<file path="config.mk">
export PLATFORM = sky130hd
export DESIGN_NAME = kvst_cell
export DESIGN_NICKNAME = d
export VERILOG_FILES = /design/src/rtl/kvst_pkg.sv /design/src/rtl/kvst_cell.sv
export SDC_FILE = /design/constraint.sdc
export NUM_CORES = 1
export LEC_CHECK = 0
export BUFFER_PORTS_ARGS = -buffer_cell sky130_fd_sc_hd__buf_2
export CAP_MARGIN = 0
export CORE_AREA = 2 2 231 233
export CTS_BUF_LIST = sky130_fd_sc_hd__clkbuf_4
export DETAILED_ROUTE_END_ITERATION = 10
export DIE_AREA = 0 0 233 235
export GPL_TIMING_DRIVEN = 0
export PLACE_DENSITY = 0.56
export SYNTH_ARGS = -nofsm -noshare
export SYNTH_HDL_FRONTEND = slang
export SYNTH_SLANG_ARGS = --single-unit
</file>
<file path="constraint.sdc">
create_clock -name clk -period 7.7 [get_ports clk]
set_clock_uncertainty 0.1 [all_clocks]
set_input_delay 0 -clock clk [delete_from_list [all_inputs] [get_ports clk]]
set_output_delay 0 -clock clk [all_outputs]
set_load 0.02 [all_outputs]
</file>
<file path="src/rtl/kvst_pkg.sv">
// kvst_pkg: shared types, codes and helpers for the key/value slot table
`default_nettype none
package kvst_pkg;

  localparam int ENTRIES     = 16;
  localparam int KEY_BYTES   = 8;
  localparam int VALUE_BYTES = 8;

  // command codes
  localparam logic [1:0] CMD_PUT  = 2'd0;
  localparam logic [1:0] CMD_GET  = 2'd1;
  localparam logic [1:0] CMD_LIST = 2'd2;

  // status codes
  localparam logic [2:0] ST_OK       = 3'd0;
  localparam logic [2:0] ST_BADLEN   = 3'd1;
  localparam logic [2:0] ST_FULL     = 3'd2;
  localparam logic [2:0] ST_NOTFOUND = 3'd3;
  localparam logic [2:0] ST_OVERCAP  = 3'd4;

  typedef struct packed {
    logic [1:0]  command;
    logic [63:0] key;
    logic [3:0]  key_length;
    logic [63:0] value;
    logic [3:0]  value_length;
    logic [3:0]  capacity;
  } req_t;

  typedef struct packed {
    logic [2:0]  status;
    logic [63:0] read_value;
    logic [3:0]  read_value_length;
    logic [63:0] match_key;
    logic [3:0]  match_key_length;
    logic [4:0]  match_count;
    logic        last;
  } res_t;

  // command token handed from cell to cell
  typedef struct packed {
    logic [1:0]  command;
    logic [63:0] key;
    logic [3:0]  key_length;
    logic [63:0] value;
    logic [3:0]  value_length;
    logic [3:0]  capacity;
    logic        done;
    logic [2:0]  status;
    logic [63:0] read_value;
    logic [3:0]  read_value_length;
    logic [4:0]  match_count;
  } tok_t;

  // ones over the low n bytes, all ones from eight bytes up
  function automatic logic [63:0] byte_mask(input logic [3:0] n);
    logic [63:0] m;
    m = '0;
    for (int b = 0; b < 8; b++) begin
      if (4'(b) < n) begin
        m[8*b +: 8] = 8'hFF;
      end
    end
    return m;
  endfunction

endpackage
`default_nettype wire

</file>
<file path="src/rtl/kvst_cell.sv">
// kvst_cell: one slot of the table plus the token register that visits it
`default_nettype none
module kvst_cell (
  input  wire logic          clk,
  input  wire logic          rst,
  input  wire logic          out_free,
  input  wire logic          tok_in_valid,
  input  wire kvst_pkg::tok_t tok_in,
  output logic               tok_out_valid,
  output kvst_pkg::tok_t     tok_out,
  output logic               busy,
  output logic               emit,
  output kvst_pkg::res_t     emit_res
);
  import kvst_pkg::*;

  tok_t        cur;
  logic        cur_valid;
  logic        slot_valid;
  logic [63:0] slot_key;
  logic [3:0]  slot_key_length;
  logic [63:0] slot_value;
  logic [3:0]  slot_value_length;

  logic exact, prefix, emit_want, go, write_hit, write_new;

  always_comb begin
    exact  = slot_valid && (slot_key_length == cur.key_length) && (slot_key == cur.key);
    prefix = slot_valid && ((cur.key_length == 4'd0) ||
             ((slot_key_length >= cur.key_length) &&
              ((slot_key & byte_mask(cur.key_length)) == cur.key)));
    emit_want = cur_valid && (cur.command == CMD_LIST) && prefix;
    go        = cur_valid && (!emit_want || out_free);

    tok_out   = cur;
    write_hit = 1'b0;
    write_new = 1'b0;
    case (cur.command)
      CMD_PUT: begin
        if (!cur.done) begin
          if (exact) begin
            write_hit      = go;
            tok_out.done   = 1'b1;
            tok_out.status = ST_OK;
          end else if (!slot_valid) begin
            // slots fill from the bottom, so the first free one ends the search
            write_new      = go;
            tok_out.done   = 1'b1;
            tok_out.status = ST_OK;
          end
        end
      end
      CMD_GET: begin
        if (!cur.done && exact) begin
          tok_out.done = 1'b1;
          if (slot_value_length > cur.capacity) begin
            tok_out.status = ST_OVERCAP;
          end else begin
            tok_out.status            = ST_OK;
            tok_out.read_value        = slot_value;
            tok_out.read_value_length = slot_value_length;
          end
        end
      end
      CMD_LIST: begin
        if (prefix) begin
          tok_out.match_count = cur.match_count + 5'd1;
        end
      end
      default: begin
      end
    endcase

    tok_out_valid = go;
    busy          = cur_valid;
    emit          = emit_want && out_free;
    emit_res      = '0;
    if (emit) begin
      emit_res.status            = ST_OK;
      emit_res.read_value        = slot_value;
      emit_res.read_value_length = slot_value_length;
      emit_res.match_key         = slot_key;
      emit_res.match_key_length  = slot_key_length;
    end
  end

  always_ff @(posedge clk) begin
    if (rst) begin
      cur_valid  <= 1'b0;
      slot_valid <= 1'b0;
    end else begin
      if (tok_in_valid) begin
        cur_valid <= 1'b1;
      end else if (go) begin
        cur_valid <= 1'b0;
      end
      if (write_new) begin
        slot_valid <= 1'b1;
      end
    end
  end

  always_ff @(posedge clk) begin
    if (tok_in_valid) begin
      cur <= tok_in;
    end
    if (write_hit || write_new) begin
      slot_value        <= cur.value;
      slot_value_length <= cur.value_length;
    end
    if (write_new) begin
      slot_key        <= cur.key;
      slot_key_length <= cur.key_length;
    end
  end

endmodule
`default_nettype wire

</file>
==> results.yml <==
status:
  outcome: "finished, final reports clean"
detailed_routing:
  viasPerCell: 4.40
  highest_layer: "met5"
  wl_met1_um: 20300
  num_vias: 12800
  wl_um: 57800
  initialDrtViolationCount: 658
  route.met3.wl_um: 4970
  drt_first_pass_iters: 5
  wl_per_cell_um: 19.9
  ant_nets: 0
  wl_met2_um: 29900
  drc: 0
floorplanning:
  coreArea_um2: 52200
  io_pins: 590
  initial_core_util_pct: 29.7
  die_y_um: 235
  rows: 84
  die_area_um2: 54800
  die_x_um: 233
synthesis:
  synthCells: 1013
  avgSynthCellArea_um2: 15.3
  ys_seq_area_share_pct: 69.1
  async_reset_ff_share_pct: 0
  yosysWarnings: 0
  synth_area_um2: 15500
  ys_ff_latch: 357
  synth_top_flop_cell: "edfxtp_1"
  synth_edf_count: 355
  ys_types: 64
finish:
  fin_cells: 2912
  final_area_um2: 25100
  layout-drive-gt1-share_pct: 43.7
  fillers: 4529
  final-seq-area_um2: 10700
  post-route-util_pct: 48.0
  area_delta_synth_final_pct: 62.0
  multi_input_area_um2: 3220
  nNetsFinal: 2383
timing:
  relSlewSlack_pct: 35.9
  setup_viol: 0
  setup-tns-final_ps: 0
  grt_setup_unrepaired: "no"
  fmax_mhz: 193
  post-route-period-util_pct: 67.3
  final_hold_viol_count: 0
  finalMaxSlewViolations: 0
  fin_ws_ps: 2520
  fin_crit_ps: 5180
  tightest_slew_ps: 962
  hold-worst-slack_ps: 150
placement:
  place_area_um2: 19400
  gp_congestion: 0.879
  place_ws_ps: 3050
  placed_cells_incl_taps: 2294
  dp_hpwl_um: 39600
  portBuffers: 580
cts:
  postCtsHoldBufs: 443
  htreeDepth: 3
  cts-buffers-inserted: 100
  cts_resized: 0
  clkTransAtPathRegs_ps: 70
  cts_tree: "built"
  insertion_delay_ps: 880
  cts_max_path_buffers: 3
  root_buffer: "clkbuf_4"
  postCtsSetupBuffers: 0
  numClockSinks: 357
global_routing:
  grtUsageTotal_pct: 20.7
  grt_pass1_vias: 13900
  grt_pass1_wl_um: 84300
  grt-ovfl-total: 0
  grt_max_degree: 112
  antenna_found_initial: 3
min_path:
  min_path_type: "in2reg"
flow_run:
  cap_viol_max_count: 0
setup_path:
  cp.required_ps: 7600
  crit_path_start_kind: "flip-flop"
  arrival_ps: 5080
  crit_fanout: 10
  critPathCaptureType: "output pin"
  critPathKind: "reg2out"
power_and_ir_drop:
  vdd_drop_max_v: 0.000167
  p_leak_nw: 10.9
  total_power_mw: 4.79
  power.density_nw_per_um2: 191
-- cell usage in the layout (no fill, tap or decap), types with 7 or more instances in the layout --
master	count
buf_2	586
dlygate4sd3_1	443
edfxtp_1	355
buf_4	153
clkbuf_4	138
and2_1	136
inv_1	56
mux2_2	49
nor2b_1	21
clkinv_1	21
o22ai_1	20
mux2_1	20
nand2b_1	18
nor2_1	14
buf_8	12
nor4_1	11
xnor2_1	11
o2111ai_1	10
a22oi_1	10
nand4_1	9
a21oi_1	9
ha_1	9
conb_1	9
nand2_1	8
diode_2	7
-- cell usage after synthesis (3+ instances only) --
master | number | area, µm²
edfxtp_1 | 355 | 10700
buf_4 | 153 | 1150
and2_1 | 136 | 851
inv_1 | 56 | 210
mux2_2 | 49 | 552
nor2b_1 | 21 | 131
mux2_1 | 20 | 225
o22ai_1 | 20 | 125
nand2b_1 | 18 | 113
nor2_1 | 15 | 56.3
buf_8 | 11 | 165
nor4_1 | 11 | 68.8
xnor2_1 | 11 | 96.3
a21oi_1 | 10 | 50.1
a22oi_1 | 10 | 75.1
o2111ai_1 | 10 | 87.6
ha_1 | 9 | 113
nand4_1 | 9 | 56.3
nand2_1 | 8 | 30.0
buf_2 | 7 | 35.0
a2111oi_0 | 5 | 43.8
buf_6 | 5 | 56.3
o21ai_0 | 5 | 25.0
a22o_1 | 3 | 26.3
nor3_1 | 3 | 15.0
or4_1 | 3 | 22.5
-- registers in the layout, summed over array words and instances (netlist names) --
name and flops:
tok_out 142, cur 77, slot_key 64, slot_value 64
slot_key_length 4, slot_value_length 4, busy 1, slot_valid 1
-- area by class of cell --
class / instances / area share, %
inverter: 56 / 0.838
tap: 688 / 3.43
clock inverter: 30 / 0.733
antenna: 7 / 0.0698
buffer: 176 / 5.60
multi-input combinational: 432 / 12.8
sequential: 357 / 42.6
clock buffer: 138 / 4.13
timing repair buffer: 1028 / 29.7
-- final timing paths --
kind                                             start                  endpoint  slack, ps  depth (start not counted)
worst max-delay path            tok_out[152]$_DFFE_PP_               tok_out[55]       2520                         14
worst min-delay path                      tok_in_valid    tok_out[108]$_DFFE_PP_        150                          2
worst max register to register  tok_out[152]$_DFFE_PP_  slot_value[41]$_DFFE_PP_       3740                         11
worst min register to register   tok_out[87]$_DFFE_PP_   slot_value[2]$_DFFE_PP_        340                          0
-- worst max-delay path, cell delays in order, from the launching register on --
cell and delay, ps:
edfxtp_1 410, buf_2 240, inv_1 130, ha_1 360
nand3_1 110, a211oi_1 230, o2111ai_1 150, or3_1 380
nor4_2 310, nand2b_1 260, nor3b_2 630, buf_4 330
buf_6 190, mux2_1 340, buf_2 200
-- layer usage --
| layer | vias to the layer above | GRT usage, % |
|---|---|---|
| li1 | 5872 | - |
| met1 | 6163 | 21.3 |
| met2 | 654 | 37.1 |
| met3 | 131 | 7.22 |
| met4 | 2 | 9.69 |
| met5 | - | 0 |
-- power breakdown --
part           leakage, nW  switching (mW)  internal (mW)
clock                0.722           0.868          0.867
sequential            3.39          0.0856           2.27
combinational         6.76           0.331          0.370
-- cell families after synthesis --
family          count (synthesis)  share of synthesized area (%)
mux                            69                           5.02
compound gates                 89                           4.27
flops                         357                           69.1
simple gates                  243                           9.72
buf+inv                       232                           10.4
xor+xnor                       13                          0.735
fa+ha+maj                       9                          0.727
other cells                     1                         0.0242
No activity file was read; power rests on OpenSTA's default activity.
